===== src/design/vdu_pkg.sv =====
package vdu_pkg;

    localparam int MAX_DIM       = 4096;
    localparam int ELEMENT_WIDTH = 16;
    localparam int SUM_W         = 48;
    localparam int PROD_W        = 2 * ELEMENT_WIDTH + 3;
    localparam int CNT_W         = $clog2(MAX_DIM + 1);
    localparam int QDEPTH        = 2;
    localparam int QCNT_W        = $clog2(QDEPTH + 1);
    localparam int COS_W         = 18;
    localparam int ONE_Q16       = 65536;

    typedef enum logic [1:0]
    {
        METRIC_L2   = 2'd0,
        METRIC_COS  = 2'd1,
        METRIC_IP   = 2'd2,
        METRIC_NONE = 2'd3
    } metric_t;

    typedef struct packed
    {
        metric_t                   metric;
        logic signed [SUM_W-1:0]   main_sum;
        logic signed [SUM_W-1:0]   norm_a;
        logic signed [SUM_W-1:0]   norm_b;
    } sums_t;

    function automatic logic signed [SUM_W-1:0] sat_add(
        input logic signed [SUM_W-1:0]  s,
        input logic signed [PROD_W-1:0] x
    );
        logic signed [SUM_W:0] r;
        logic signed [SUM_W-1:0] o;
        r = {s[SUM_W-1], s} + {{(SUM_W + 1 - PROD_W){x[PROD_W-1]}}, x};
        if (r[SUM_W] != r[SUM_W-1])
        begin
            o = r[SUM_W] ? {1'b1, {(SUM_W-1){1'b0}}} : {1'b0, {(SUM_W-1){1'b1}}};
        end
        else
        begin
            o = r[SUM_W-1:0];
        end
        return o;
    endfunction

endpackage


===== src/design/vdu_back.sv =====
module vdu_back
    import vdu_pkg::*;
(
    input  logic        clk,
    input  logic        rst_n,
    input  sums_t       head,
    input  logic        not_empty,
    output logic        pop,
    output logic        m_tvalid,
    input  logic        m_tready,
    output logic [47:0] m_tdata
);

    typedef enum logic [2:0]
    {
        ST_IDLE,
        ST_EVAL,
        ST_MUL,
        ST_DIV,
        ST_SQRT,
        ST_DONE
    } state_t;

    state_t                  state_reg;
    metric_t                 metric_reg;
    logic signed [SUM_W-1:0] dot_reg, na_reg, nb_reg;
    logic [SUM_W-1:0]        mag_reg;
    logic [2:0]              step_reg;
    logic [95:0]             sq_reg, pr_reg;
    logic [129:0]            rem_reg;
    logic [130:0]            dvs_reg;
    logic [35:0]             q_reg;
    logic [5:0]              dcnt_reg;
    logic [34:0]             num_reg, res_reg, bit_reg;
    logic [47:0]             result_reg;
    logic                    out_valid_reg;
    logic [47:0]             out_reg;

    logic [23:0]  xh, yh;
    logic [47:0]  pp;
    logic [95:0]  pp_sh;
    logic [SUM_W-1:0] xo, yo;
    logic         qbit;
    logic [35:0]  q_next;
    logic [34:0]  trial;
    logic         take;
    logic [17:0]  kk, kc;
    logic [COS_W-1:0] cos_q;
    logic         out_load;

    assign pop      = (state_reg == ST_IDLE) && not_empty;
    assign m_tvalid = out_valid_reg;
    assign m_tdata  = out_reg;
    assign out_load = (state_reg == ST_DONE) && (!out_valid_reg || m_tready);

    // 24x24 partial products, four per 48x48 product
    assign xo    = step_reg[2] ? na_reg : mag_reg;
    assign yo    = step_reg[2] ? nb_reg : mag_reg;
    assign xh    = step_reg[0] ? xo[47:24] : xo[23:0];
    assign yh    = step_reg[1] ? yo[47:24] : yo[23:0];
    assign pp    = xh * yh;
    assign pp_sh = ({48'b0, pp} << (7'd24 * (7'(step_reg[0]) + 7'(step_reg[1]))));

    assign qbit   = {1'b0, rem_reg} >= dvs_reg;
    assign q_next = {q_reg[34:0], qbit};

    assign trial = res_reg + bit_reg;
    assign take  = num_reg >= trial;

    assign kk    = 18'(({1'b0, res_reg[17:0]} + 19'd1) >> 1);
    assign kc    = (kk > 18'(ONE_Q16)) ? 18'(ONE_Q16) : kk;
    assign cos_q = dot_reg[SUM_W-1] ? COS_W'(ONE_Q16) + kc : COS_W'(ONE_Q16) - kc;

    always_ff @(posedge clk or negedge rst_n)
    begin
        if (!rst_n)
        begin
            state_reg     <= ST_IDLE;
            out_valid_reg <= 1'b0;
        end
        else
        begin
            if (out_load)
            begin
                out_valid_reg <= 1'b1;
            end
            else if (out_valid_reg && m_tready)
            begin
                out_valid_reg <= 1'b0;
            end
            case (state_reg)
                ST_IDLE:
                begin
                    if (not_empty)
                    begin
                        metric_reg <= head.metric;
                        dot_reg    <= head.main_sum;
                        na_reg     <= head.norm_a;
                        nb_reg     <= head.norm_b;
                        mag_reg    <= head.main_sum[SUM_W-1] ? -head.main_sum
                                                             : head.main_sum;
                        state_reg  <= ST_EVAL;
                    end
                end
                ST_EVAL:
                begin
                    case (metric_reg)
                        METRIC_L2:   result_reg <= dot_reg;
                        METRIC_IP:   result_reg <= -dot_reg;
                        METRIC_COS:  result_reg <= 48'(ONE_Q16);
                        default:     result_reg <= '0;
                    endcase
                    if (metric_reg == METRIC_COS && !na_reg[SUM_W-1] && na_reg != '0
                        && !nb_reg[SUM_W-1] && nb_reg != '0)
                    begin
                        step_reg  <= '0;
                        sq_reg    <= '0;
                        pr_reg    <= '0;
                        state_reg <= ST_MUL;
                    end
                    else
                    begin
                        state_reg <= ST_DONE;
                    end
                end
                ST_MUL:
                begin
                    if (step_reg[2])
                    begin
                        pr_reg <= pr_reg + pp_sh;
                    end
                    else
                    begin
                        sq_reg <= sq_reg + pp_sh;
                    end
                    step_reg <= step_reg + 1'b1;
                    if (step_reg == 3'd7)
                    begin
                        rem_reg   <= {sq_reg, 34'b0};
                        dvs_reg   <= {pr_reg + pp_sh, 35'b0};
                        q_reg     <= '0;
                        dcnt_reg  <= 6'd35;
                        state_reg <= ST_DIV;
                    end
                end
                ST_DIV:
                begin
                    if (qbit)
                    begin
                        rem_reg <= rem_reg - dvs_reg[129:0];
                    end
                    dvs_reg  <= dvs_reg >> 1;
                    q_reg    <= q_next;
                    dcnt_reg <= dcnt_reg - 1'b1;
                    if (dcnt_reg == '0)
                    begin
                        if (q_next[35])
                        begin
                            // quotient too large: cosine clamps at full scale
                            result_reg <= 48'(dot_reg[SUM_W-1] ? 2 * ONE_Q16 : 0);
                            state_reg  <= ST_DONE;
                        end
                        else
                        begin
                            num_reg   <= q_next[34:0];
                            res_reg   <= '0;
                            bit_reg   <= 35'd1 << 34;
                            state_reg <= ST_SQRT;
                        end
                    end
                end
                ST_SQRT:
                begin
                    if (bit_reg == '0)
                    begin
                        result_reg <= 48'(cos_q);
                        state_reg  <= ST_DONE;
                    end
                    else
                    begin
                        if (take)
                        begin
                            num_reg <= num_reg - trial;
                            res_reg <= (res_reg >> 1) + bit_reg;
                        end
                        else
                        begin
                            res_reg <= res_reg >> 1;
                        end
                        bit_reg <= bit_reg >> 2;
                    end
                end
                ST_DONE:
                begin
                    if (out_load)
                    begin
                        out_reg   <= result_reg;
                        state_reg <= ST_IDLE;
                    end
                end
                default:
                begin
                    state_reg <= ST_IDLE;
                end
            endcase
        end
    end

endmodule


===== config.mk =====
export PLATFORM = sky130hd
export DESIGN_NAME = vdu_back
export DESIGN_NICKNAME = d
export VERILOG_FILES = /design/src/design/vdu_pkg.sv /design/src/design/vdu_back.sv
export SDC_FILE = /design/constraint.sdc
export NUM_CORES = 2
export LEC_CHECK = 0
export ABC_AREA = 1
export BUFFER_PORTS_ARGS = -buffer_cell sky130_fd_sc_hd__buf_2
export CAP_MARGIN = 20
export CELL_PAD_IN_SITES_DETAIL_PLACEMENT = 0
export CELL_PAD_IN_SITES_GLOBAL_PLACEMENT = 1
export CORE_AREA = 4 4 471 473
export CTS_CLUSTER_DIAMETER = 50
export DETAILED_ROUTE_END_ITERATION = 7
export DIE_AREA = 0 0 475 477
export HOLD_SLACK_MARGIN = 0.1
export PLACE_DENSITY_LB_ADDON = 0.1
export REMOVE_ABC_BUFFERS = 1
export SLEW_MARGIN = 20
export SYNTH_ARGS = -nofsm -noshare
export SYNTH_HDL_FRONTEND = slang
export SYNTH_SLANG_ARGS = --single-unit
export TNS_END_PERCENT = 50

===== constraint.sdc =====
create_clock -name clk -period 16.75 [get_ports clk]
set_input_delay 1.675 -clock clk [delete_from_list [all_inputs] [get_ports clk]]
set_output_delay 1.675 -clock clk [all_outputs]
set_load 0.1 [all_outputs]

Yosys cells after proc, flatten, opt, wreduce, memory -nomap -nowiden --
Cells that the tools add are included.
Storage, ports and cells: bits in registers 896, latch bits 0, bits in writable memories 0, memory bits (read-only) 0, bits of input ports 150, output and inout port bits 50, logic and storage cells 147, memories 0
Operators by class: $add $sub $neg 14, $mul 2, divide/modulo/power cells 0, magnitude comparators 3, equal/unequal tests 21, shift operators 1, muxes and demuxes 53, bitwise gates (word level) 0, reductions and logical operators 33
Operators with widths (count):
- $mux 35 | 12
- $pmux 96 s2 | 2
- $mux 96 | 3
- $pmux 48 s3 | 2
- $pmux 35 s2 | 4
- $pmux 131 s2 | 1
- $mux 130 | 2
- $pmux 130 s2 | 1
- $mux 48 | 5
- $add 96x96->96 | 2
- $ge 130x131->1 | 1
- $mux 131 | 1
- $sub 130x130->130 | 1
- $neg 48->48 | 2
- $reduce_bool 48->1 | 2
- $shl 48x7->96 | 1
- $mux 18 | 3
- $mul 24x24->48 | 1
- $mux 24 | 2
- $mux 47 | 1
- $add 34x35->35 | 1
- $add 35x35->35 | 1
- $ge 35x35->1 | 1
- $logic_not 35->1 | 1
- other kinds (33) | 74

Longest topological paths before layout --
word-level depth 7, depth in mapped cells 61, gate-level depth less buffers 58

Worst setup path before layout --
Ideal clock, no wire load.
path kind in2reg, start input rst_n, end register dot_reg[0], enable pin, library setup time 0.982 ns, arrival time 14.686 ns, data required time 15.768 ns, path slack 1.082 ns, cell stages on the path 2, buffers on the path 0, cell sequence inv_1 > nor3_1
Between the ends: cells in the longest elaborated chain, start to end 1
RTL lines:
- from (decl) | RTL line vdu_back.sv:5 | input logic rst_n,
- $reduce_and 3->1 (no source line)
- to (signal assigned) | RTL line vdu_back.sv:97 | dot_reg <= head.main_sum;
- to (decl) | RTL line vdu_back.sv:26 | logic signed [SUM_W-1:0] dot_reg, na_reg, nb_reg;
No other way between the ends. A chain may end at the register's enable or synchronous reset.

Worst setup path in the final report --
start register step_reg[2], end register dvs_reg[96], data pin
Between the ends: cells in the longest elaborated chain, start to end 7, elaborated cells on any way between the ends 9, those cells by class add/sub (1); mul (1); shift (1); mux (6)
RTL lines:
- from (decl) | RTL line vdu_back.sv:28 | logic [2:0] step_reg;
- from (signal assigned) | RTL line vdu_back.sv:136 | step_reg <= step_reg + 1'b1;
- $mux 48 (on tied branches) | RTL line vdu_back.sv:57, vdu_back.sv:58
- $mux 24 (on tied branches) | RTL line vdu_back.sv:59, vdu_back.sv:60
- $mul 24x24->48 * | RTL line vdu_back.sv:61 | assign pp = xh * yh;
- $shl 48x7->96 * | RTL line vdu_back.sv:62 | assign pp_sh = ({48'b0, pp} << (7'd24 * (7'(step_reg[0]) + 7'(step_reg[1]))));
- $add 96x96->96 * | RTL line vdu_back.sv:140 | dvs_reg <= {pr_reg + pp_sh, 35'b0};
- $mux 131 * | RTL line vdu_back.sv:137 | if (step_reg == 3'd7)
- $pmux 131 s2 * | RTL line vdu_back.sv:91 | case (state_reg)
- to (signal assigned) | RTL line vdu_back.sv:140
- to (signal assigned) | RTL line vdu_back.sv:152 | dvs_reg <= dvs_reg >> 1;
- to (decl) | RTL line vdu_back.sv:31 | logic [130:0] dvs_reg;
Mark *: on every way between the ends. The rest lies on a longest branch, timed or not. The select of a mux whose other input is x is not followed.

==> summary.md <==
The run finished with clean final reports. Cells with a size suffix above 1 make up 5.765% of the layout. The run gives 0.08676 mm2 as the combined area of all synthesized cells.

The area growth from synthesis to layout is 11.38%. The first detailed-routing pass ran for 6 iterations. The H-tree was split into 4 levels. For the pin with the worst max-slew slack, the measured transition is 1.289 ns. The number of antenna violations at the first check in global routing is 32.

The register with the most flip-flops in the layout has 131 of them. The die is 477 um tall. Of all cell types, the one taking the most synthesized area is sky130_fd_sc_hd__edfxtp_1.

Wires add up to 376400 um. In this run, synthesis inferred 874 flip-flops with an integrated enable. The area share of the leading cell type in the synthesized netlist was 30.25%; the remaining antenna violation count was 0. The insertion delay to the later sink of the worst-skew pair came out at 0.84 ns. Highest net fanout along the worst path: 93. The floorplan step defined a die boundary enclosing 0.2266 mm2.

For the total grt overflow, the log shows 0. In the final layout, the multi-input gates occupy 0.05187 mm2. The tools report the initial core utilization as 39.99%. On the worst path, the slowest cell contributes a delay of 0.90 ns. Between clock sinks in the finished design, the worst skew comes to 0.07530 ns. The logs give 30.37% for the sequential share of the synthesized area and 313500 um for the final HPWL from detailed placement.

Summed over all nets, wire length on met2 after detailed routing comes to 174100 um. For this run, the post-layout net count is 13070. After clock tree synthesis, the flow added hold-fix buffers numbering 0. The total via count after detailed routing is 81690, and the number of warning messages in the yosys log is 0.

For the count of mapped cells out of synthesis, the log shows 11670. Counting flops with an async set or reset pin after synthesis yields a share of 0.4556%. The buffer cell driving the clock tree root is sky130_fd_sc_hd__clkbuf_16. The critical path's slowest cell was sky130_fd_sc_hd__inv_2.

At the worst endpoint, the arrival time is 14.47 ns. The boundary pin count came out at 200. Post-CTS timing repair inserted 0 buffers for setup. A synthesized cell averages 7.438 um2. The count of instances resized after the clock tree is built was 0; the count of input and output buffers was 199.

The logs give 171 for the number of rows in the core area and 545000 um for the global-route wire length before repair. After detailed routing, the number of remaining DRC violations is 0. After floorplanning, the core was sized to cover 0.2170 mm2. The logs give 878 for the TritonCTS sink count and 3 for the number of buffers on the longest clock path. By count the netlist is led by 2290 x sky130_fd_sc_hd__nand2_1, 2011 x sky130_fd_sc_hd__inv_1, 1694 x sky130_fd_sc_hd__nor2_1. The number of failing hold endpoints at the final stage is 0, and the fmax is 71.54 MHz.

The critical path in this run is classified as flip-flop to flip-flop. Summing all flip-flop and latch instances after layout gives 0.02635 mm2. The tools report the type of origin of the critical path as a flip-flop.

The minimum clock period after layout was 13.98 ns; the die width was 475 um. The run gives 149 as the CTS buffer count. Number of max-slew violations in the final report: 0.

In the post-route analysis, the smallest setup slack over all paths is 2.772 ns. The clock slew at the register clock pins of the worst setup and hold paths came out at 0.06 ns. Kind of path behind the tightest hold check: flip-flop to flip-flop. The most used flip-flop cell after synthesis is sky130_fd_sc_hd__edfxtp_1. The via count of the first global-routing pass is 80830.

Routability congestion estimate: 1.036. The routed design uses 25990 um of met3 wire. The top routing layer in use is met5.

The tools report the data required time at the worst endpoint as 17.24 ns. The final number of setup-violating endpoints was 0. In the final routed layout, each cell accounts on average for 25.34 um. Headroom to the max-slew limit came out at 13.15%. Counting distinct cell types in the post-synthesis netlist gives 67. For this block, the initial DRC count from the detailed router was 7742. The tools report the worst setup slack before clock tree synthesis as 3.201 ns. The via density per instance is 5.499. The most frequent cell after synthesis is sky130_fd_sc_hd__nand2_1. The number of violations of the max-capacitance limit came out at 0. Setup repair after global routing left no endpoint under its margin. The tools report the critical path capture point type as a flip-flop. Count of state elements after synthesis: 878. For the global-route usage over all layers, the log shows 32.57%. By area the synthesized netlist is led by sky130_fd_sc_hd__edfxtp_1 30%, sky130_fd_sc_hd__fa_1 11%, sky130_fd_sc_hd__nand2_1 9.9%.

Entering global routing, the biggest net connects 227 pins. In this design, the critical path's most frequently occurring cell is sky130_fd_sc_hd__inv_1. The portion of the clock cycle consumed by the worst path in the final layout is 83.45%. The routed length on met1 is 155300 um. TritonCTS built the clock tree. After filler insertion, the fill cell instance count of the layout stands at 22620.
==> worst paths after layout <==
kind	startpoint	end	slack, ns	cells past startpoint
max in group asynchronous	rst_n	m_tvalid	15.89	1
min reg2reg	result_reg[39]	m_tdata[39]	0.42	0
min in group asynchronous	rst_n	state_reg[0]	0.69	1
max reg2reg	step_reg[2]	dvs_reg[96]	2.77	45
max	step_reg[2]	dvs_reg[96]	2.77	45
min	result_reg[39]	m_tdata[39]	0.42	0
==> cell type report <==
| type | count | share of cell area (%) |
|---|---|---|
| multi-input combinational | 8494 | 53.68 |
| sequential | 878 | 27.26 |
| inverter | 2036 | 7.920 |
| clock buffer | 169 | 3.958 |
| tap | 2854 | 3.695 |
| timing repair buffer | 303 | 1.862 |
| clock inverter | 106 | 1.580 |
| antenna | 16 | 0.04143 |
==> stage by stage <==
stage               TNS, ns  util (%)  hold slack [ns]  std cells  area, um2
detailed placement        0     42.05           0.4045      14570      91240
global route              0     44.53           0.4224      14850      96610
CTS                       0     44.52           0.4171      14840      96590
global placement          0     42.05           0.4017      14560      91230
finish                    0     44.54           0.4168      14860      96640
floorplan           -545.50         -           0.4003      11410      85740
==> logic make-up after synthesis <==
| kind of cell | Yosys count | synth area share (%) |
|---|---|---|
| and+or+nand+nor | 4818 | 22.61 |
| AOI/OAI and AO/OA | 2338 | 14.73 |
| buffers and inverters | 2293 | 9.984 |
| adders and majority gates | 1061 | 19.51 |
| DFF | 878 | 30.37 |
| xor gates and xnor gates | 277 | 2.805 |
==> critical path: cells and delay by family (launching register included) <==
family | cells | cell delay [ns]
DFF | 1 | 0.36
xor gates and xnor gates | 1 | 0.46
AOI/OAI and AO/OA | 10 | 2.69
buffers and inverters | 11 | 2.55
adders and majority gates | 9 | 4.47
and+or+nand+nor | 14 | 3.05
==> per-layer routing <==
metal  vias to the layer above  track usage, %
li1                      38520               -
met1                     39360           41.97
met3                       597           5.207
met2                      3198           53.59
met5                         -          0.1919
met4                        10           14.91
==> cells in the final DEF (no fill, tap or decap), types with 24 or more instances in the layout <==
master | synthesis | layout
sky130_fd_sc_hd__nand2_1 | 2290 | 2290
sky130_fd_sc_hd__inv_1 | 2011 | 2005
sky130_fd_sc_hd__nor2_1 | 1694 | 1685
sky130_fd_sc_hd__a21oi_1 | 909 | 907
sky130_fd_sc_hd__edfxtp_1 | 874 | 874
sky130_fd_sc_hd__o21ai_0 | 886 | 868
sky130_fd_sc_hd__ha_1 | 575 | 574
sky130_fd_sc_hd__fa_1 | 486 | 486
sky130_fd_sc_hd__nand3_1 | 423 | 423
sky130_fd_sc_hd__buf_2 | 11 | 200
sky130_fd_sc_hd__clkbuf_16 | 0 | 150
sky130_fd_sc_hd__xnor2_1 | 138 | 138
sky130_fd_sc_hd__xor2_1 | 138 | 138
sky130_fd_sc_hd__nor3_1 | 122 | 119
sky130_fd_sc_hd__a31oi_1 | 119 | 119
sky130_fd_sc_hd__buf_4 | 4 | 101
sky130_fd_sc_hd__o21ai_1 | 69 | 80
sky130_fd_sc_hd__o21a_1 | 79 | 79
sky130_fd_sc_hd__o21bai_1 | 78 | 78
sky130_fd_sc_hd__nand4_1 | 77 | 77
sky130_fd_sc_hd__nor4_1 | 73 | 72
sky130_fd_sc_hd__a21o_1 | 63 | 63
sky130_fd_sc_hd__or2_2 | 57 | 57
sky130_fd_sc_hd__inv_6 | 0 | 30
sky130_fd_sc_hd__a21boi_0 | 28 | 28
sky130_fd_sc_hd__clkinv_1 | 16 | 25
sky130_fd_sc_hd__nand3b_1 | 24 | 24
Power is not shown: default switching activity piles up to over one toggle a cycle in this logic, so the estimate is an artifact.
