===== src/design/vdu_pkg.sv =====
package vdu_pkg;

    localparam int MAX_DIM       = 4096;
    localparam int ELEMENT_WIDTH = 16;
    localparam int SUM_W         = 48;
    localparam int PROD_W        = 2 * ELEMENT_WIDTH + 3;
    localparam int CNT_W         = $clog2(MAX_DIM + 1);
    localparam int QDEPTH        = 2;
    localparam int QCNT_W        = $clog2(QDEPTH + 1);
    localparam int COS_W         = 18;
    localparam int ONE_Q16       = 65536;

    typedef enum logic [1:0]
    {
        METRIC_L2   = 2'd0,
        METRIC_COS  = 2'd1,
        METRIC_IP   = 2'd2,
        METRIC_NONE = 2'd3
    } metric_t;

    typedef struct packed
    {
        metric_t                   metric;
        logic signed [SUM_W-1:0]   main_sum;
        logic signed [SUM_W-1:0]   norm_a;
        logic signed [SUM_W-1:0]   norm_b;
    } sums_t;

    function automatic logic signed [SUM_W-1:0] sat_add(
        input logic signed [SUM_W-1:0]  s,
        input logic signed [PROD_W-1:0] x
    );
        logic signed [SUM_W:0] r;
        logic signed [SUM_W-1:0] o;
        r = {s[SUM_W-1], s} + {{(SUM_W + 1 - PROD_W){x[PROD_W-1]}}, x};
        if (r[SUM_W] != r[SUM_W-1])
        begin
            o = r[SUM_W] ? {1'b1, {(SUM_W-1){1'b0}}} : {1'b0, {(SUM_W-1){1'b1}}};
        end
        else
        begin
            o = r[SUM_W-1:0];
        end
        return o;
    endfunction

endpackage


===== src/design/vdu_queue.sv =====
module vdu_queue
    import vdu_pkg::*;
(
    input  logic              clk,
    input  logic              rst_n,
    input  logic              push,
    input  sums_t             push_data,
    input  logic              pop,
    output sums_t             head,
    output logic              not_empty,
    output logic [QCNT_W-1:0] count
);

    localparam int PTR_W = $clog2(QDEPTH);

    sums_t             mem_reg [QDEPTH];
    logic [PTR_W-1:0]  wr_reg, rd_reg;
    logic [QCNT_W-1:0] cnt_reg;

    assign head      = mem_reg[rd_reg];
    assign not_empty = cnt_reg != '0;
    assign count     = cnt_reg;

    always_ff @(posedge clk or negedge rst_n)
    begin
        if (!rst_n)
        begin
            wr_reg  <= '0;
            rd_reg  <= '0;
            cnt_reg <= '0;
        end
        else
        begin
            if (push)
            begin
                wr_reg <= (wr_reg == PTR_W'(QDEPTH - 1)) ? '0 : wr_reg + 1'b1;
            end
            if (pop)
            begin
                rd_reg <= (rd_reg == PTR_W'(QDEPTH - 1)) ? '0 : rd_reg + 1'b1;
            end
            cnt_reg <= cnt_reg + QCNT_W'(push) - QCNT_W'(pop);
        end
    end

    always_ff @(posedge clk)
    begin
        if (push)
        begin
            mem_reg[wr_reg] <= push_data;
        end
    end

endmodule


===== config.mk =====
export PLATFORM = sky130hd
export DESIGN_NAME = vdu_queue
export DESIGN_NICKNAME = d
export VERILOG_FILES = /design/src/design/vdu_pkg.sv /design/src/design/vdu_queue.sv
export SDC_FILE = /design/constraint.sdc
export NUM_CORES = 1
export LEC_CHECK = 0
export BUFFER_PORTS_ARGS = -buffer_cell sky130_fd_sc_hd__buf_4
export CAP_MARGIN = 30
export CORE_UTILIZATION = 35
export CTS_BUF_LIST = sky130_fd_sc_hd__clkbuf_8
export CTS_CLUSTER_DIAMETER = 50
export DETAILED_ROUTE_END_ITERATION = 6
export GPL_TIMING_DRIVEN = 1
export SETUP_SLACK_MARGIN = 0.2
export SLEW_MARGIN = 30
export SYNTH_ARGS = -nofsm -noshare
export SYNTH_HDL_FRONTEND = slang
export SYNTH_SLANG_ARGS = --single-unit

===== constraint.sdc =====
create_clock -name clk -period 7.6 [get_ports clk]
set_input_delay 0.76 -clock clk [delete_from_list [all_inputs] [get_ports clk]]
set_output_delay 0.76 -clock clk [all_outputs]
set_load 0.05 [all_outputs]

# After elaboration in Yosys (flattened, before gate mapping)
# Memories as Yosys holds them, arrays and structs flattened.
# Cells that the tools add are included.
[word_totals]
regBits = 4
mem_bits_rw = 292
input_bits = 150
n_memories = 1
[mem_list]
columns = ["memory", "words", "word_bits", "read_ports", "rd_clocked_by_memory_dff", "write_ports", "line", "source"]
rows = [
  ["mem_reg", 2, 146, 1, 0, 1, "vdu_queue.sv:16", "sums_t mem_reg [QDEPTH];"],
]
[op_classes]
addsub = 4
muxes = 4
n_reduce_logical = 1
[ops]
columns = ["operator", "count"]
rows = [
  ["1-bit 2-to-1 mux", 4],
  ["1-bit adder, second input constant", 2],
  ["2-bit by 1-bit adder with 2-bit output", 1],
  ["2-bit nonzero test", 1],
  ["2-bit by 1-bit subtractor with 2-bit output", 1],
]

# Longest topological paths before layout
# Gate-level depths: netlist of run 1.
[logic_depth]
depth_word = 2
depth_mapped = 5
ltp_nobuf = 5

# Worst setup path after synthesis of run 1
# Ideal clock, no wire load.
[synth_timing]
path_kind = "input to register"
start = "input push"
end = "memory mem_reg[0][0] in the netlist's numbering (enable)"
arrival_time_ps = 7077
required_ps = 6929
setup_slack_ps = -148
cell_stages = 1
path_buffers = 0
path_cell_list = "nor2b_1"
[synth_via]
elab_chain_len = 2
[synth_lines]
columns = ["element", "line", "source"]
rows = [
  ["from (decl)", "vdu_queue.sv:6", "input logic push,"],
  ["1-bit 2-to-1 mux", "vdu_queue.sv:48", "if (push)"],
  ["1-bit 2-to-1 mux (not written as such)", "vdu_queue.sv:50", "mem_reg[wr_reg] <= push_data;"],
  ["to (decl)", "vdu_queue.sv:16", ""],
]
# Every way passes these cells.

==> qor.csv, run 1 <==
stage;metric;value;unit
yosys;syn_nets;620;
clock_tree;CTS root buffer;clkbuf_8;
yosys;Synth area leader;edfxtp_1;
route;Initial DRC Count;195;
final_layout;Area Overhead vs Synth;32.7;%
yosys;Seq/Total Area, Yosys;0.823;
global_routing;initial antenna violation count;0;
power;combinational group share of total power;0.432;
critical_path;R2R setup slack;5.47;ns
route;Antenna Nets Post-Route;0;
route;Vias;5524;
global_routing;first-pass GRT wire length;31600;µm
power;PD cells;429;mW/mm²
clock_tree;Clock Path Buffers;3;
final_layout;share of cells above drive strength 1;0.603;
final_layout;max FFs per register;292;
floorplanning;core area;0.0300;mm²
timing;slew of the pin with the lowest slew margin;0.933;ns
global_routing;largest net degree at the start of global routing;68;
final_layout;fin util;0.478;
critical_path;crit start category;flip-flop;
yosys;Synth Area per Inst;23.0;µm²
power;Clock Power Share;0.200;
route;WL/cell;17.2;µm
timing;RSZ-0062 raised after global routing;no;
floorplanning;Top Ports;299;
route;drt pass-1 iters;4;
yosys;synth unique cells;12;
critical_path;critical setup path kind;flip-flop to output pin;
timing;Worst slew margin;0.378;
timing;setup TNS;0;ns
worst_hold_path;Worst Hold Class;input pin to flip-flop;
timing;Max Clock Skew;0.0120;ns
critical_path;cell count of the worst reg-to-reg path;2;
clock_tree;Worst-path clk slew;0.06;ns
critical_path;Worst EP arrival;2.62;ns
final_layout;Final nets;961;
timing;Hold WS;0.394;ns
floorplanning;FP Rows;63;
floorplanning;die height;177;µm
power;P_sw;0.00246;W
clock_tree;CTS tree;built;
power;Pint;0.00368;W
yosys;Yosys reg bits;296;
global_routing;vias in the first global route;5828;
timing;Final Worst Setup Slack;4.22;ns
yosys;mapped cell area;0.0108;mm²
timing;highest clock rate;296;MHz
timing;post-layout min period;3.38;ns
power;VDD IR-drop max;280;µV
critical_path;CP endpoint;head[87];
critical_path;Worst Path Max Fanout;67;
critical_path;worst reg2reg startpoint;wr_reg;
yosys;synthesized instance count;468;
timing;period utilisation layout;0.445;
timing;max-slew violation count;0;
outcome;status;finished, final reports clean;
floorplanning;Die Wd;177;µm
clock_tree;H-tree depth;2;
yosys;Synth top area share;0.813;
clock_tree;Clock Sinks;296;
route;Post-Route WL;21200;µm
placed_design;detailed placement HPWL;13500;µm
power;switch share;0.401;
yosys;top cells by area, synth;edfxtp_1 81%, mux2_2 15%, buf_6 1.6%, dfrtp_1 0.93%, ha_1 0.23%;
final_layout;fillcell total;2611;
route;drt drc;0;
global_routing;gr ovfl total;0;
placed_design;post-place setup slack;4.75;ns
placed_design;gpl congestion;0.732;
power;LEAKAGE;5.44;nW
critical_path;Critical Path Start;rd_reg;
power;part of the power in registers;0.368;
critical_path;Worst Path Required;6.84;ns
power;Final Total Pwr;0.00613;W
clock_tree;Clock Latency Late Sink;0.55;ns
clock_tree;total CTS buffers;49;
timing;final-report setup violation count;0;
placed_design;IO Port Bufs;298;
yosys;synth warn;0;
floorplanning;Die ar.;0.0315;mm²
global_routing;total track usage;0.130;
final_layout;Diodes inserted;0;
critical_path;Crit. End Element;output pin;
job;Max Cap Viol;0;
route;Vias/cell;4.47;
critical_path;Worst R2R End;mem_reg[0][81];
timing;Fin. Hold Viols;0;
floorplanning;starting density of the core;0.360;
[metal layers]
metal,GRT usage,share of wire
met5,0,0
met4,0.0481,0.028
met3,0.0566,0.10
met2,0.215,0.48
met1,0.149,0.39
[cells by family (layout without fill, tap and decap cells)]
group | Yosys count | after routing | share of synthesized area
muxes | 146 | 146 | 0.153
and+or+nand+nor | 3 | 3 | 0.00174
xor gates and xnor gates | 3 | 3 | 0.00383
DFF | 296 | 296 | 0.823
buffers and inverters | 18 | 396 | 0.0168
adders and majority gates | 2 | 2 | 0.00232
[stage by stage]
step	instances	instance area [µm²]
CTS	1235	14300
global placement	1146	13400
floorplan	468	10800
detailed placement	1146	13400
global route	1236	14300
finish	1236	14300
[cells in the mapped netlist]
library cell and number:
xor3_1 1, and2_1 1, xor2_1 2, edfxtp_1 292
mux2_2 146, buf_2 1, dfrtp_1 4, buf_6 15
nor2b_1 1, or2_2 1, inv_1 2, ha_1 2
[power by group through the flow]
stage | Sequential, W | Clock (W) | Combinational, W
3_5_place_dp | 0.00230 | 0 | 0.00267
2_1_floorplan | 0.00231 | 0 | 0.00197
4_1_cts | 0.00226 | 0.00128 | 0.00268
6_report | 0.00226 | 0.00123 | 0.00265
5_1_grt | 0.00228 | 0.00134 | 0.00277
3_3_place_gp | 0.00229 | 0 | 0.00266
[cells in the final DEF (no fill, tap or decap)]
master         Yosys  routed
and2_4             0       1
buf_16             0       1
buf_4              0     303
buf_6             15       1
bufinv_16          0       1
clkbuf_8           0      51
clkinv_1           0       8
clkinv_2           0       2
clkinvlp_4         0       1
dfrtp_1            4       3
dfrtp_4            0       1
dlygate4sd3_1      0       1
edfxtp_1         292     292
ha_1               2       2
inv_1              2      27
mux2_2           146     146
nor2b_4            0       1
or2_2              1       1
xor2_1             2       2
xor3_1             1       1
[layout make-up]
class,count,area (µm²),share of cell area
sequential,296,8870,0.620
inverter,2,7.51,0.000525
multi-input combinational,154,1740,0.122
tap,390,488,0.0341
clock inverter,37,171,0.0120
clock buffer,51,702,0.0491
timing repair buffer,306,2320,0.162
[worst min-delay path by stage]
| stage | end | startpoint | depth (start not counted) |
|---|---|---|---|
| 6_report | mem_reg[1][52] | push_data[52] | 1 |
| 3_3_place_gp | wr_reg | wr_reg | 1 |
| 2_1_floorplan | count[0] | rst_n | 0 |
| 3_5_place_dp | count[0] | rst_n | 1 |
| 5_1_grt | mem_reg[0][133] | push_data[133] | 1 |
| 4_1_cts | mem_reg[1][19] | push_data[19] | 1 |
[critical path: stages, from the launching register on]
cell and delay, ns:
dfrtp_4 0.62, buf_4 0.74, mux2_2 0.43, buf_4 0.19
[timing repair]
| action | in CTS | in global routing |
|---|---|---|
| buffers inserted | 0 | 0 |
| hold buffers | 1 | 0 |
| resized for setup | 0 | 0 |
| hold endpoints to repair | 4 | 0 |
Note: power is estimated with default switching activity, not from simulation.
==> run 2, diff against run 1 <==
==> constraint.sdc (replaced) <==
create_clock -name clk -period 2.8 [get_ports clk]
set_input_delay 0.28 -clock clk [delete_from_list [all_inputs] [get_ports clk]]
set_output_delay 0.28 -clock clk [all_outputs]
set_load 0.05 [all_outputs]
==> run 2 against run 1 <==
Net effect: cell count up 13%; combinational power rose to 2.9 times the previous value; total power rose to 2.8 times the previous value; non-clock buffer count up 156; register-to-register slack worse by 4.3 ns; routed wire length up 11%; via count up 11%; global-route usage up 1.6 points.
==> qor.csv, run 2 (synthesized netlist as in run 1, its figures left out) <==
stage;metric;value;unit
placed_design;IO Port Bufs;298;
placed_design;post-place setup slack;0.779;ns
floorplanning;die height;177;µm
global_routing;total track usage;0.146;
floorplanning;starting density of the core;0.360;
final_layout;Diodes inserted;0;
clock_tree;CTS tree;built;
route;Post-Route WL;23500;µm
route;Antenna Nets Post-Route;0;
clock_tree;Clock Sinks;296;
route;drt pass-1 iters;4;
critical_path;Worst Path Max Fanout;18;
timing;final-report setup violation count;0;
timing;slew of the pin with the lowest slew margin;0.629;ns
critical_path;worst-path cell chain;buf_4, mux2_2, buf_4;
power;VDD IR-drop max;653;µV
final_layout;commonest non-fill, non-tap cell in the layout;buf_4;
timing;Max Clock Skew;0.0253;ns
global_routing;largest net degree at the start of global routing;78;
placed_design;gpl congestion;0.731;
floorplanning;Top Ports;299;
critical_path;Bufs and invs on worst path;2;
critical_path;crit-path most repeated cell;buf_4;
power;PD cells;1070;mW/mm²
clock_tree;Worst-path clk slew;0.06;ns
critical_path;Crit-path slowest cell;dfrtp_4;
final_layout;max FFs per register;292;
timing;setup TNS;0;ns
clock_tree;H-tree depth;2;
global_routing;initial antenna violation count;0;
placed_design;detailed placement HPWL;14600;µm
route;drt drc;0;
critical_path;crit start category;flip-flop;
route;Initial DRC Count;193;
timing;RSZ-0062 raised after global routing;no;
job;Max Cap Viol;0;
critical_path;Largest delay share family, worst path;flip-flops;
route;Vias;6109;
critical_path;Worst Path Required;2.52;ns
critical_path;critical setup path kind;flip-flop to output pin;
clock_tree;Clock Latency Late Sink;0.55;ns
floorplanning;core area;0.0300;mm²
timing;highest clock rate;416;MHz
final_layout;Final nets;1117;
critical_path;Worst EP arrival;2.12;ns
timing;Final Worst Setup Slack;0.397;ns
timing;Fin. Hold Viols;0;
clock_tree;total CTS buffers;49;
floorplanning;Die Wd;177;µm
critical_path;max incr delay on CP;0.65;ns
timing;max-slew violation count;0;
final_layout;commonest non-fill, non-tap cells in the layout;304 x buf_4, 292 x edfxtp_1, 149 x dlygate4sd3_1, 146 x mux2_2, 51 x clkbuf_8;
clock_tree;Clock Path Buffers;3;
timing;period utilisation layout;0.858;
route;WL/cell;16.9;µm
floorplanning;FP Rows;63;
critical_path;Crit. End Element;output pin;
global_routing;vias in the first global route;6698;
clock_tree;CTS root buffer;clkbuf_8;
floorplanning;Die ar.;0.0315;mm²
power;LEAKAGE;6.10;nW
worst_hold_path;Worst Hold Class;input pin to async pin;
global_routing;first-pass GRT wire length;35300;µm
outcome;status;finished, final reports clean;
timing;post-layout min period;2.40;ns
timing;Worst slew margin;0.581;
final_layout;Area Overhead vs Synth;47.7;%
route;Vias/cell;4.39;
global_routing;gr ovfl total;0;
final_layout;share of cells above drive strength 1;0.516;
run 2: per-stage QoR:
step            util  area (µm²)  power [W]  hold WS, ns  instances
3_3_place_gp   0.452       13500     0.0136       0.0813       1154
5_1_grt        0.531       15900     0.0177       0.0455       1393
6_report       0.531       15900     0.0170       0.0855       1393
2_1_floorplan      -       10800     0.0115      -0.0156        468
3_5_place_dp   0.452       13500     0.0137       0.0802       1154
4_1_cts        0.531       15900     0.0172       0.0566       1393
run 2: path summary, 6_finish.rpt:
check / end / depth (start not counted) / from / slack, ns
worst max register to register: mem_reg[1][123] / 2 / wr_reg / 1.14
worst min register to register: wr_reg / 1 / wr_reg / 0.56
min in group clk: mem_reg[0][132] / 2 / push_data[132] / 0.45
worst max-delay path: head[13] / 3 / rd_reg / 0.40
max in group asynchronous: rd_reg / 2 / rst_n / 2.60
worst min-delay path: count[0] / 2 / rst_n / 0.09
run 2: where the power goes:
group	switching [W]	internal (W)	leakage, nW
Clock	0.00161	0.00168	0.511
Combinational	0.00496	0.00262	2.80
Sequential	0.000259	0.00588	2.79
run 2: timing repair:
action	CTS	global route
buffers inserted	1	0
endpoints found under the hold margin	299	0
gates resized for setup	0	0
endpoints found under the setup margin	20	0
hold buffers	149	0
run 2: final cells by class:
class / instances / area (µm²)
multi-input cells: 154 / 1740
flip-flops and latches: 296 / 8870
inverters: 2 / 7.51
clock inverters: 38 / 150
well taps: 390 / 488
repair buffers: 462 / 3960
clock buffers: 51 / 702
fillers: 2475 / 14000
run 2: metal layers:
layer  global-route usage  vias to the layer above  wire [µm]
li1                     -                     2870          -
met1                0.156                     2962       8820
met2                0.265                      222      12100
met3               0.0491                       55       1910
met4               0.0495                        0        616
met5                    0                        -          0
==> run 3, diff against run 2 <==
==> constraint.sdc (replaced) <==
create_clock -name clk -period 2.8 [get_ports clk]
set_input_delay 0.28 -clock clk [delete_from_list [all_inputs] [get_ports clk]]
set_output_delay 0.28 -clock clk [all_outputs]
set_load 0.1 [all_outputs]
==> run 3 against run 2 <==
Net effect: final area fell by 0.15%; die area did not move; global-route usage fell by 0.26 points; core utilization fell by 0.079 points; maximum frequency fell by 1.3%; non-clock buffer count fell by 3; via count fell by 0.54%; flip-flop and latch count did not move; clock skew fell by 0.011 ns; critical path depth did not move; count of clock-buffer cells in the layout fell by 2.
==> qor.csv, run 3 (synthesized netlist as in run 1, its figures left out) <==
stage;metric;value;unit
clock_tree;total CTS buffers;49;
route;Vias/cell;4.38;
final_layout;commonest non-fill, non-tap cells in the layout;300 x buf_4, 292 x edfxtp_1, 149 x dlygate4sd3_1, 146 x mux2_2, 49 x clkbuf_8;
final_layout;fillcell total;2428;
critical_path;Worst EP arrival;2.16;ns
timing;highest clock rate;411;MHz
clock_tree;H-tree depth;2;
critical_path;crit start category;flip-flop;
route;Vias;6076;
floorplanning;core area;0.0300;mm²
floorplanning;FP Rows;63;
floorplanning;Top Ports;299;
floorplanning;Die Wd;177;µm
final_layout;Area Overhead vs Synth;47.5;%
placed_design;gpl congestion;0.706;
final_layout;commonest non-fill, non-tap cell in the layout;buf_4;
global_routing;vias in the first global route;6584;
route;Antenna Nets Post-Route;0;
timing;final-report setup violation count;0;
critical_path;cell count of the worst reg-to-reg path;2;
worst_hold_path;Worst Hold Class;input pin to async pin;
critical_path;Worst R2R End;mem_reg[1][44];
final_layout;share of cells above drive strength 1;0.518;
clock_tree;Worst-path clk slew;0.05;ns
final_layout;Final nets;1114;
global_routing;largest net degree at the start of global routing;96;
timing;slew of the pin with the lowest slew margin;0.610;ns
clock_tree;setup bufs post-CTS;0;
global_routing;initial antenna violation count;0;
route;WL/cell;16.7;µm
critical_path;R2R setup slack;1.18;ns
outcome;status;finished, final reports clean;
route;drt drc;0;
timing;period utilisation layout;0.870;
clock_tree;Post-CTS Hold Buffers;149;
placed_design;detailed placement HPWL;13900;µm
critical_path;Worst Path Required;2.52;ns
clock_tree;cts repair resizes;0;
final_layout;Diodes inserted;0;
critical_path;critical setup path kind;flip-flop to output pin;
final_layout;max FFs per register;292;
critical_path;Crit. End Element;output pin;
placed_design;IO Port Bufs;298;
clock_tree;CTS root buffer;clkbuf_8;
job;Max Cap Viol;0;
timing;max-slew violation count;0;
timing;Hold WS;0.102;ns
critical_path;worst reg2reg startpoint;wr_reg;
route;Initial DRC Count;189;
floorplanning;starting density of the core;0.360;
clock_tree;Clock Latency Late Sink;0.54;ns
route;drt pass-1 iters;4;
timing;Fin. Hold Viols;0;
clock_tree;Clock Path Buffers;3;
clock_tree;CTS tree;built;
timing;post-layout min period;2.44;ns
floorplanning;Die ar.;0.0315;mm²
timing;Worst slew margin;0.593;
clock_tree;Clock Sinks;296;
floorplanning;die height;177;µm
critical_path;Worst Path Max Fanout;95;
timing;Max Clock Skew;0.0147;ns
route;Post-Route WL;23100;µm
timing;RSZ-0062 raised after global routing;no;
global_routing;gr ovfl total;0;
global_routing;first-pass GRT wire length;34800;µm
global_routing;total track usage;0.143;
[run 3: cell count changes in the layout (fill, tap and decap cells not counted), sizes merged]
cell,before,now
clkinv,16,19
inv,23,17
bufinv,0,1
clkbuf,51,49
buf,313,310
[run 3: how the worst max path moves through the flow]
stage,from,endpoint,slack [ns],cells past startpoint
floorplan,wr_reg,mem_reg[0][0],-0.21,1
global placement,rd_reg,head[140],0.91,3
detailed placement,rd_reg,head[21],0.91,3
CTS,rd_reg,head[21],0.32,3
global route,rd_reg,head[21],0.24,3
finish,rd_reg,head[21],0.36,3
[run 3: final cells by class]
class	instances	area [µm²]	share of cell area
clock buffers	49	674	0.0424
clock inverters	36	171	0.0108
inverters	2	7.51	0.000472
multi-input cells	154	1740	0.109
flip-flops and latches	296	8870	0.558
well taps	390	488	0.0307
repair buffers	459	3940	0.248
[run 3: stage by stage]
stage                     TNS [ns]  worst slack [ns]  std cells  area (µm²)   util
after floorplan             -31.11            -0.213        468       10800      -
after global placement           0             0.907       1152       13600  0.453
after detailed placement         0             0.912       1152       13600  0.453
after CTS                        0             0.315       1386       15900  0.531
after global routing             0             0.244       1386       15900  0.531
final                            0             0.364       1386       15900  0.531
[run 3: worst max-delay path: stages (launching register included)]
cell     delay [ns]
dfrtp_4        0.44
buf_12         0.39
mux2_2         0.43
buf_4          0.24
[run 3: metal layers]
layer	global-route usage	wire length [µm]	vias to the layer above
met5	0	0	-
met2	0.244	11400	223
met4	0.0491	586	0
met1	0.167	9300	2944
li1	-	-	2864
met3	0.0508	1820	45
Power of run 3 is left out: the tool's default activity adds up to more than one toggle a clock period on the data nets, which glitch-free logic cannot reach.
